## config.mk

```make
export PLATFORM = sky130hd
export DESIGN_NAME = table_heap_allocator_unit
export DESIGN_NICKNAME = d
export VERILOG_FILES = /design/src/sv/thau_pkg.sv /design/src/sv/thau_ram.sv /design/src/sv/table_heap_allocator_unit.sv
export SDC_FILE = /design/constraint.sdc
export NUM_CORES = 1
export LEC_CHECK = 0
export ABC_AREA = 0
export BUFFER_PORTS_ARGS = -buffer_cell sky130_fd_sc_hd__buf_2
export CORE_MARGIN = 10
export CORE_UTILIZATION = 30
export CTS_BUF_LIST = sky130_fd_sc_hd__clkbuf_8
export CTS_CLUSTER_DIAMETER = 80
export DETAILED_ROUTE_END_ITERATION = 8
export PLACE_DENSITY = 0.42
export SYNTH_ARGS = -nofsm -noshare
export SYNTH_HDL_FRONTEND = slang
export SYNTH_SLANG_ARGS = --single-unit
```

## constraint.sdc

```tcl
create_clock -name clk -period 20.5 [get_ports clk]
set_clock_uncertainty 0.05 [all_clocks]
set_input_delay 1.025 -clock clk [delete_from_list [all_inputs] [get_ports clk]]
set_output_delay 1.025 -clock clk [all_outputs]
set_load 0.01 [all_outputs]
```

## src/sv/thau_pkg.sv

```systemverilog
// Package for the table heap allocator unit: table sizing, field widths,
// descriptor word layout and result codes. It depends on nothing else.
package thau_pkg;

	localparam int TABLE_ENTRIES = 16;
	localparam int POOL_BYTES = 65536;

	localparam int IDX_W = (TABLE_ENTRIES > 1) ? $clog2(TABLE_ENTRIES) : 1;
	localparam int BASE_W = 17;
	localparam int LEN_W = 16;
	localparam int SUM_W = BASE_W + 1;
	localparam int ADDR_W = 16;
	localparam int STATUS_W = 2;

	localparam logic [BASE_W-1:0] BASE_MAX = {BASE_W{1'b1}};
	localparam logic [SUM_W-1:0] POOL_LIM = SUM_W'(POOL_BYTES);
	localparam logic [IDX_W-1:0] LAST_WALK = IDX_W'(TABLE_ENTRIES - 2);
	localparam logic [IDX_W-1:0] LAST_IDX = IDX_W'(TABLE_ENTRIES - 1);

	localparam logic KIND_ALLOC = 1'b0;
	localparam logic KIND_FREE = 1'b1;

	localparam logic [STATUS_W-1:0] ST_DONE = 2'd0;
	localparam logic [STATUS_W-1:0] ST_NO_FIT = 2'd1;
	localparam logic [STATUS_W-1:0] ST_NOT_FOUND = 2'd2;

	typedef struct packed {
		logic [BASE_W-1:0] base;
		logic [LEN_W-1:0] length;
	} entry_t;

	localparam int ENTRY_W = $bits(entry_t);

endpackage

```

## src/sv/thau_ram.sv

```systemverilog
// Generic simple dual-port RAM: one write port, one read port with a
// registered read. It depends on nothing else.
module thau_ram #(
	parameter int WIDTH = 8,
	parameter int DEPTH = 16
) (
	input  logic                                       clk,
	input  logic                                       we,
	input  logic [((DEPTH > 1) ? $clog2(DEPTH) : 1)-1:0] waddr,
	input  logic [WIDTH-1:0]                           wdata,
	input  logic [((DEPTH > 1) ? $clog2(DEPTH) : 1)-1:0] raddr,
	output logic [WIDTH-1:0]                           rdata
);

	logic [WIDTH-1:0] mem_q [DEPTH];

	always_ff @(posedge clk) begin
		if (we) begin
			mem_q[waddr] <= wdata;
		end
		rdata <= mem_q[raddr];
	end

endmodule

```

## src/sv/table_heap_allocator_unit.sv

```systemverilog
// Top level of the table heap allocator: first-fit allocate and free over a
// descriptor table held in one RAM. Depends on thau_pkg and thau_ram.
//
//   channel | valid     | stall     | payload
//   input   | in_valid  | in_stall  | kind, request_size, block_address
//   output  | out_valid | out_stall | status, granted_address
//
// An allocate fetches the first descriptor, then walks the descriptors one at
// a time (up to TABLE_ENTRIES - 1), then posts the result; a free searches
// the descriptors from the last one down, then posts its result. The walk
// is set by the single read port of the descriptor RAM. The free marks and
// the written marks live in flip-flops that reset sets or clears at once, so
// no clearing pass is needed. A waiting result does not block the next item;
// a finished item waits only while the output register is still full.
module table_heap_allocator_unit (
	input  logic                          clk,
	input  logic                          arst_n,
	input  logic                          in_valid,
	output logic                          in_stall,
	input  logic                          kind,
	input  logic [15:0]                   request_size,
	input  logic [15:0]                   block_address,
	output logic                          out_valid,
	input  logic                          out_stall,
	output logic [thau_pkg::STATUS_W-1:0] status,
	output logic [15:0]                   granted_address
);
	import thau_pkg::*;

	localparam logic [2:0] S_IDLE = 3'd0;
	localparam logic [2:0] S_LOAD = 3'd1;
	localparam logic [2:0] S_WALK = 3'd2;
	localparam logic [2:0] S_SRCH = 3'd3;
	localparam logic [2:0] S_POST = 3'd4;

	logic [2:0] state_q;
	logic [IDX_W-1:0] idx_q;
	logic [IDX_W-1:0] rd_idx_q;
	logic [TABLE_ENTRIES-1:0] free_q;
	logic [TABLE_ENTRIES-1:0] written_q;
	logic [LEN_W-1:0] size_q;
	logic [ADDR_W-1:0] addr_q;
	logic [BASE_W-1:0] cur_base_q;
	logic [LEN_W-1:0] cur_len_q;
	logic [BASE_W-1:0] prev_end_q;
	logic [STATUS_W-1:0] res_status_q;
	logic [ADDR_W-1:0] res_addr_q;

	logic [IDX_W-1:0] rd_addr;
	logic [ENTRY_W-1:0] ram_rdata;
	entry_t rd_entry;
	logic ram_we;
	entry_t wr_entry;

	logic in_accept;
	logic out_free;
	logic [IDX_W-1:0] idx_next;
	logic cur_free;
	logic [BASE_W-1:0] eff_base;
	logic [SUM_W-1:0] end_sum;
	logic [SUM_W-1:0] tail_sum;
	logic [BASE_W-1:0] tail_sat;
	logic fits;
	logic pool_ok;
	logic grant;
	logic match;

	thau_ram #(
		.WIDTH(ENTRY_W),
		.DEPTH(TABLE_ENTRIES)
	) u_desc_ram (
		.clk(clk),
		.we(ram_we),
		.waddr(idx_q),
		.wdata(wr_entry),
		.raddr(rd_addr),
		.rdata(ram_rdata)
	);

	assign in_accept = in_valid && !in_stall;
	assign in_stall = (state_q != S_IDLE);
	assign out_free = !out_valid || !out_stall;
	assign idx_next = IDX_W'(idx_q + 1'b1);

	always_comb begin
		rd_entry = ram_rdata;
		if (!written_q[rd_idx_q]) begin
			rd_entry = '0;
		end
	end

	always_comb begin
		cur_free = free_q[idx_q];
		eff_base = cur_base_q;
		if (cur_free && (idx_q != '0)) begin
			eff_base = prev_end_q;
		end
		end_sum = SUM_W'(eff_base) + SUM_W'(size_q);
		fits = free_q[idx_next] || (SUM_W'(rd_entry.base) >= end_sum);
		pool_ok = (SUM_W'(eff_base) < POOL_LIM) && (end_sum <= POOL_LIM);
		grant = (state_q == S_WALK) && cur_free && fits && pool_ok;
		tail_sum = SUM_W'(eff_base) + SUM_W'(cur_len_q);
		tail_sat = tail_sum[SUM_W-1] ? BASE_MAX : tail_sum[BASE_W-1:0];
		match = !free_q[rd_idx_q] && (rd_entry.base == BASE_W'(addr_q));
		ram_we = (state_q == S_WALK) && cur_free;
		wr_entry.base = eff_base;
		wr_entry.length = grant ? size_q : cur_len_q;
	end

	always_comb begin
		case (state_q)
			S_IDLE: begin
				rd_addr = (kind == KIND_FREE) ? LAST_IDX : '0;
			end
			S_LOAD: begin
				rd_addr = idx_next;
			end
			S_WALK: begin
				rd_addr = IDX_W'(idx_q + 2'd2);
			end
			S_SRCH: begin
				rd_addr = IDX_W'(rd_idx_q - 1'b1);
			end
			default: begin
				rd_addr = '0;
			end
		endcase
	end

	always_ff @(posedge clk) begin
		if (in_accept) begin
			size_q <= request_size;
			addr_q <= block_address;
		end
		if (state_q == S_LOAD) begin
			cur_base_q <= rd_entry.base;
			cur_len_q <= rd_entry.length;
		end
		if ((state_q == S_WALK) && !grant) begin
			cur_base_q <= rd_entry.base;
			cur_len_q <= rd_entry.length;
			prev_end_q <= tail_sat;
		end
		if (grant) begin
			res_status_q <= ST_DONE;
			res_addr_q <= eff_base[ADDR_W-1:0];
		end else if ((state_q == S_WALK) && (idx_q == LAST_WALK)) begin
			res_status_q <= ST_NO_FIT;
			res_addr_q <= '0;
		end
		if (state_q == S_SRCH) begin
			res_status_q <= match ? ST_DONE : ST_NOT_FOUND;
			res_addr_q <= '0;
		end
		if ((state_q == S_POST) && out_free) begin
			status <= res_status_q;
			granted_address <= res_addr_q;
		end
	end

	always_ff @(posedge clk or negedge arst_n) begin
		if (!arst_n) begin
			state_q <= S_IDLE;
			idx_q <= '0;
			rd_idx_q <= '0;
			free_q <= '1;
			written_q <= '0;
			out_valid <= 1'b0;
		end else begin
			rd_idx_q <= rd_addr;
			if (out_valid && !out_stall) begin
				out_valid <= 1'b0;
			end
			if (ram_we) begin
				written_q[idx_q] <= 1'b1;
			end
			case (state_q)
				S_IDLE: begin
					if (in_accept) begin
						idx_q <= '0;
						state_q <= (kind == KIND_FREE) ? S_SRCH : S_LOAD;
					end
				end
				S_LOAD: begin
					state_q <= S_WALK;
				end
				S_WALK: begin
					if (grant) begin
						free_q[idx_q] <= 1'b0;
						state_q <= S_POST;
					end else if (idx_q == LAST_WALK) begin
						state_q <= S_POST;
					end else begin
						idx_q <= idx_next;
					end
				end
				S_SRCH: begin
					if (match) begin
						free_q[rd_idx_q] <= 1'b1;
						state_q <= S_POST;
					end else if (rd_idx_q == '0) begin
						state_q <= S_POST;
					end
				end
				S_POST: begin
					if (out_free) begin
						out_valid <= 1'b1;
						state_q <= S_IDLE;
					end
				end
				default: begin
					state_q <= S_IDLE;
				end
			endcase
		end
	end

endmodule

```

==> results of run 1 <==
-- layout make-up --
cell class,count,area share [%]
flip-flops and latches,723,60.0
multi-input cells,1597,26.0
clock buffers,139,5.46
well taps,1368,4.89
repair buffers,98,1.74
clock inverters,95,1.50
inverters,32,0.379
diodes,2,0.0143
-- metal layers --
metal  vias to the layer above  GRT usage [%]  routed length, um
met1                     10400           22.1              44100
met5                         -              0                  0
met4                         0           6.78               3290
li1                       9342              -                  -
met2                       664           26.8              46300
met3                       163           3.25               5520
-- stage by stage --
step           utilization, %  instances
2_1_floorplan               -       2496
3_3_place_gp             32.0       3818
3_5_place_dp             32.0       3818
4_1_cts                  34.4       4052
5_1_grt                  34.4       4054
6_report                 34.4       4054
-- state kept, by name, summed over array words and instances (netlist names) --
name,flops
prev_end_q,17
written_q,16
res_status_q,2
u_desc_ram.mem_q,528
res_addr_q,16
rd_idx_q,4
u_desc_ram.rdata,33
cur_base_q,17
size_q,16
state_q,3
cur_len_q,16
addr_q,16
free_q,16
out_valid,1
idx_q,4
status,2
granted_address,16
-- cells in the mapped netlist, types with 13 or more instances --
cell type / n / area share (%)
or2_2: 23 / 0.47
xnor2_1: 24 / 0.68
a21oi_1: 39 / 0.64
mux2_2: 23 / 0.84
and3_1: 58 / 1.2
nor3_1: 13 / 0.21
o21ai_0: 48 / 0.78
nand3_1: 294 / 4.8
a311oi_1: 67 / 1.9
clkbuf_1: 126 / 1.5
dfrtp_1: 28 / 2.3
a31oi_1: 39 / 0.79
nand2_1: 654 / 8.0
dfstp_2: 16 / 1.4
ha_1: 59 / 2.4
edfxtp_1: 630 / 62
inv_1: 30 / 0.37
mux4_2: 15 / 1.1
and2_1: 34 / 0.69
nor2_1: 34 / 0.42
dfxtp_1: 49 / 3.2
a21o_1: 27 / 0.66
-- kinds of logic after synthesis --
| logic type | Yosys count | share of synthesized area [%] |
|---|---|---|
| buffers and inverters | 176 | 2.20 |
| DFF | 723 | 68.4 |
| and+or+nand+nor | 1158 | 16.8 |
| muxes | 43 | 2.12 |
| AOI/OAI and AO/OA | 305 | 7.04 |
| adders and majority gates | 61 | 2.53 |
| xor gates and xnor gates | 30 | 0.855 |
-- worst max-delay path, delay by kind of cell (launching register included) --
family	cells	cell delay, ns
xor+xnor	1	0.14
flops	1	0.82
simple gates	4	1.21
buf+inv	2	0.70
compound gates	8	2.57
fa+ha+maj	3	0.93
mux	3	1.62
-- worst max path at each step --
stage | start | to | cells past startpoint
after floorplan | idx_q[0] | cur_base_q[0] | 26
after global placement | idx_q[0] | u_desc_ram.mem_q[10][1] | 21
after detailed placement | idx_q[0] | u_desc_ram.mem_q[8][1] | 21
after CTS | idx_q[0] | u_desc_ram.mem_q[1][1] | 21
after global routing | idx_q[0] | u_desc_ram.mem_q[1][1] | 21
final | idx_q[0] | u_desc_ram.mem_q[13][1] | 21
-- power groups by stage --
| stage | Combinational, W | Sequential (W) | Clock (W) |
|---|---|---|---|
| floorplan | 0.00186 | 0.00201 | 0 |
| global placement | 0.00268 | 0.00212 | 0 |
| detailed placement | 0.00270 | 0.00211 | 0 |
| CTS | 0.00271 | 0.00208 | 0.00133 |
| global route | 0.00297 | 0.00209 | 0.00140 |
| finish | 0.00267 | 0.00208 | 0.00129 |
==> reports/results.txt, run 1 <==
Sequential share of power -> 34.4%
Share of layout cells above drive strength 1 -> 13.8%
Vias per cell -> 5.07
Hold_ws -> 0.331 ns
Min-delay src -> block_address[4]
Syn_area_per_cell -> 12.3 sq um
Mapped Cells -> 2496
H-tree Lvls -> 4
Die H -> 340 um
Post_cts resized -> 0
Power share of the clock group -> 21.4%
Clock latency on the worst-skew pair -> 0.82 ns
Yosys reg bits -> 723
IO Pins -> 57
Setup ws final -> 12.00 ns
Sequential share of the synthesized area -> 68.4%
Asr flop ratio synth -> 6.09%
FF+latch area -> 21000 sq um
Clock buffer depth -> 3
CP endpoint kind -> flop
CP required -> 20.89 ns
Vias -> 20.5k
Synth-to-Final Area Change -> 14.1%
Final ANT Viol Nets -> 0
Area occupied by multi-input gates -> 9120 sq um
Vias in the first global route -> 20.1k
Drt drc -> 0
Int Power -> 0.00343 W
R2R Setup Slk -> 12.00 ns
Clock-pin slew on the worst setup and hold paths -> 0.06 ns
Avg WL per Cell -> 24.5 um
Chip width -> 340 um
Final period util -> 41.5%
Setup tns final -> 0 ns
Worst Hold Path EP -> addr_q[4]
DRT iter0 DRCs -> 1546
Worst-Margin Slew -> 1.38 ns
Hold crit path type -> in -> reg
Slew margin rel. -> 7.32%
Post-synth cell types -> 67
Yosys warns -> 0
Largest net degree at the start of global routing -> 148
Final net count -> 2680
Fin. max-slew vios -> 0
Final hold vios -> 0
GRT Total Usage -> 16.8%
CP max FO -> 55
Final setup fails -> 0
Fillers -> 10.0k
Pre-CTS setup slack -> 12.03 ns
Number of flops mapped to enable cells by yosys -> 630
RSZ-0062 raised after global routing -> false
GPL Wtd Cong -> 0.853
DP HPWL -> 55900 um
CTS Sinks -> 723
Most frequent cells in the layout -> nand2_1, edfxtp_1, nand3_1
Post-Route WL -> 99100 um
TritonCTS clock tree -> done
Core area -> 102000 sq um
Area of the die -> 116000 sq um
First-pass GRT wire length -> 143000 um
CP max-delay cell -> dfrtp_1
Initial core utilization -> 30.2%
Post-cts hold buffer count -> 0
Core Rows -> 117
Pwr Total -> 0.00605 W
Origin of the critical flop-to-flop path -> idx_q[0]
Post-route design area -> 35000 sq um
Mapped Nets -> 2594
Initial antenna violation count -> 4
Initial DRT Pass Iterations -> 5
CTS Buf Count -> 130
CP arrival -> 8.89 ns
WHS Path Cells -> 1
Number of max-cap violations -> 0
Root Buffer -> clkbuf_8
Reg-to-Reg End -> u_desc_ram.mem_q[13][1]
Main flop type after synthesis -> edfxtp_1
Outcome -> finished clean
Setup CP Type -> reg -> reg
Peak Freq -> 118 MHz
Logic gate share of total power -> 44.2%
Post-Syn Area -> 30700 sq um
Sw Share -> 43.2%
Setup repair bufs after CTS -> 0
Pleak -> 12.9 nW
Peak supply drop -> 151 uV
Post-DP Area -> 32600 sq um
Worst r2r path cells -> 21
Gr ovfl total -> 0
CP startpoint kind -> flop
PortBufs -> 56
Final min period -> 8.50 ns
Pwr dens -> 173 nW/um^2
CP Cell Sequence -> mux4_2 > mux4_2 > nand2_1 > mux2_2 > ha_1 > inv_1 > fa_1 > nand2b_1 > a2111oi_2 > nor3_1 > o21ai_0 > a21o_1 > a21o_1 > xnor2_1 > ha_1 > a211o_1 > a41oi_1 > a211o_2 > buf_4 > nand2_1 > o21ai_1
Sw Pwr -> 0.00262 W
Max incr delay on CP -> 0.82 ns
Commonest non-fill, non-tap cell in the layout -> nand2_1
(Power assumes the default switching activity.)
==> run 2, diff against run 1 <==
Settings changed: PLACE_DENSITY 0.42 to 0.44.
Clock period 20.5 ns to 7.13 ns, I/O delays scaled along.
==> run 2 against run 1 <==
Net effect:
- maximum frequency increased by 28%
- global-route usage decreased by 0.075 points
- flip-flop and latch count unchanged
- die area unchanged
==> reports/results.txt, run 2 (synthesis results as in run 1) <==
Number of max-cap violations -> 0 (unchanged)
Setup repair bufs after CTS -> 0 (unchanged)
CP arrival -> 7.10 ns (was 8.89 ns)
Setup tns final -> 0 ns (unchanged)
Share of layout cells above drive strength 1 -> 14.2% (was 13.8%)
CTS Sinks -> 723 (unchanged)
CTS Buf Count -> 119 (was 130)
Final net count -> 2728 (was 2680)
Clock latency on the worst-skew pair -> 0.77 ns (was 0.82 ns)
Commonest non-fill, non-tap cell in the layout -> nand2_1 (unchanged)
CP max FO -> 17 (was 55)
Peak Freq -> 150 MHz (was 118 MHz)
Outcome -> finished clean (unchanged)
Drt drc -> 0 (unchanged)
Fillers -> 9909 (was 10.0k)
CP endpoint kind -> flop (unchanged)
Initial core utilization -> 30.2% (unchanged)
Final min period -> 6.66 ns (was 8.50 ns)
Reg-to-Reg End -> u_desc_ram.mem_q[8][6] (was u_desc_ram.mem_q[13][1])
R2R Setup Slk -> 0.47 ns (was 12.00 ns)
First-pass GRT wire length -> 144000 um (was 143000 um)
Final hold vios -> 0 (unchanged)
Pre-CTS setup slack -> 0.176 ns (was 12.03 ns)
Slew margin rel. -> 17.2% (was 7.32%)
Fin. max-slew vios -> 0 (unchanged)
Top flop regs -> u_desc_ram.mem_q x528, u_desc_ram.rdata x33 (unchanged)
Hold crit path type -> in -> reg (unchanged)
Area of the die -> 116000 sq um (unchanged)
Vias per cell -> 5.08 (was 5.07)
Worst-Margin Slew -> 1.23 ns (was 1.38 ns)
Post-Route WL -> 99400 um (was 99100 um)
Vias in the first global route -> 20.6k (was 20.1k)
Initial antenna violation count -> 3 (was 4)
Vias -> 20.8k (was 20.5k)
Chip width -> 340 um (unchanged)
FF+latch area -> 21000 sq um (about the same)
Gr ovfl total -> 0 (unchanged)
Pleak -> 13.2 nW (was 12.9 nW)
Clock-pin slew on the worst setup and hold paths -> 0.06 ns (about the same)
Largest net degree at the start of global routing -> 138 (was 148)
DRT iter0 DRCs -> 1749 (was 1546)
Crit path launch -> idx_q[0] (unchanged)
GPL Wtd Cong -> 0.891 (was 0.853)
Final ANT Viol Nets -> 0 (unchanged)
IO Pins -> 57 (unchanged)
DP HPWL -> 58100 um (was 55900 um)
Worst Setup EP -> u_desc_ram.mem_q[8][6] (was u_desc_ram.mem_q[13][1])
Core area -> 102000 sq um (unchanged)
Root Buffer -> clkbuf_8 (unchanged)
Largest register FFs -> 528 (unchanged)
Final period util -> 93.5% (was 41.5%)
Top reg by flops -> u_desc_ram.mem_q (unchanged)
Hold_ws -> 0.149 ns (was 0.331 ns)
Peak supply drop -> 383 uV (was 151 uV)
Origin of the critical flop-to-flop path -> idx_q[0] (unchanged)
H-tree Lvls -> 3 (was 4)
CP required -> 7.56 ns (was 20.89 ns)
Post-DP Area -> 32900 sq um (was 32600 sq um)
Layout Utilization -> 35.0% (was 34.4%)
PortBufs -> 56 (unchanged)
Post-route design area -> 35600 sq um (was 35000 sq um)
Area occupied by multi-input gates -> 9130 sq um (was 9120 sq um)
Most frequent cells in the layout -> nand2_1, edfxtp_1, nand3_1 (unchanged)
Avg WL per Cell -> 24.2 um (was 24.5 um)
RSZ-0062 raised after global routing -> false (unchanged)
Setup ws final -> 0.466 ns (was 12.00 ns)
Final setup fails -> 0 (unchanged)
Die H -> 340 um (unchanged)
Synth-to-Final Area Change -> 16.0% (was 14.1%)
Core Rows -> 117 (unchanged)
CP startpoint kind -> flop (unchanged)
Setup CP Type -> reg -> reg (unchanged)
Worst r2r path cells -> 22 (was 21)
TritonCTS clock tree -> done (unchanged)
Clock buffer depth -> 3 (unchanged)
Pwr dens -> 495 nW/um^2 (was 173 nW/um^2)
GRT Total Usage -> 16.7% (was 16.8%)
Initial DRT Pass Iterations -> 5 (unchanged)
==> run 2: metal layers <==
layer	global-route usage, %	part of all wire, %	vias up
met5	0	0	-
met4	5.39	2.5	0
met3	2.43	4.5	139
met2	28.4	49	585
met1	21.7	44	10700
li1	-	-	9450
==> run 2: critical path, stage by stage, from the launching register on <==
cell and delay (ns):
dfrtp_2 0.52, mux4_2 0.55, mux4_2 0.53, nand2_1 0.14, buf_12 0.17, mux2_2 0.18, ha_1 0.18, inv_1 0.07
fa_1 0.41, nand2b_1 0.23, a2111oi_4 0.47, nor3_1 0.11, o21ai_0 0.30, a21o_1 0.17, a21o_1 0.20, xnor2_1 0.14
ha_1 0.26, a211o_1 0.26, a41oi_1 0.32, a211o_2 0.39, buf_12 0.21, nand2_1 0.08, nand2_1 0.41
==> run 2: area by class of cell <==
class / instances / area share [%]
antenna: 3 / 0.0211
clock buffer: 134 / 5.18
clock inverter: 89 / 1.57
inverter: 32 / 0.372
multi-input combinational: 1597 / 25.6
sequential: 723 / 59.0
tap: 1368 / 4.81
timing repair buffer: 157 / 3.40
==> run 2: per-stage QoR <==
step / cells / power [W]
finish: 4103 / 0.0176
detailed placement: 3843 / 0.0140
CTS: 4100 / 0.0178
global placement: 3843 / 0.0140
floorplan: 2496 / 0.0111
global route: 4102 / 0.0187
==> run 2: how the worst min path moves through the flow <==
stage / start / end / slack [ns] / cells past startpoint
2_1_floorplan: arst_n / idx_q[0] / 0.01 / 0
3_3_place_gp: res_status_q[0] / status[0] / 0.36 / 0
3_5_place_dp: res_status_q[1] / status[1] / 0.36 / 0
4_1_cts: kind / rd_idx_q[3] / 0.07 / 5
5_1_grt: kind / rd_idx_q[3] / 0.17 / 5
6_report: kind / rd_idx_q[3] / 0.15 / 5
==> run 2: what timing repair did <==
item / 4_1_cts / 5_1_grt
endpoints found under the setup margin: 0 / 329
gates resized for setup: 0 / 2
endpoints found under the hold margin: 62 / 0
hold buffers: 34 / 0
==> run 2: report_power, final <==
group	total, W	switching, W	leakage, nW	internal, W
sequential	0.00595	0.000380	6.69	0.00557
combinational	0.00802	0.00554	5.10	0.00249
clock	0.00365	0.00171	1.40	0.00194
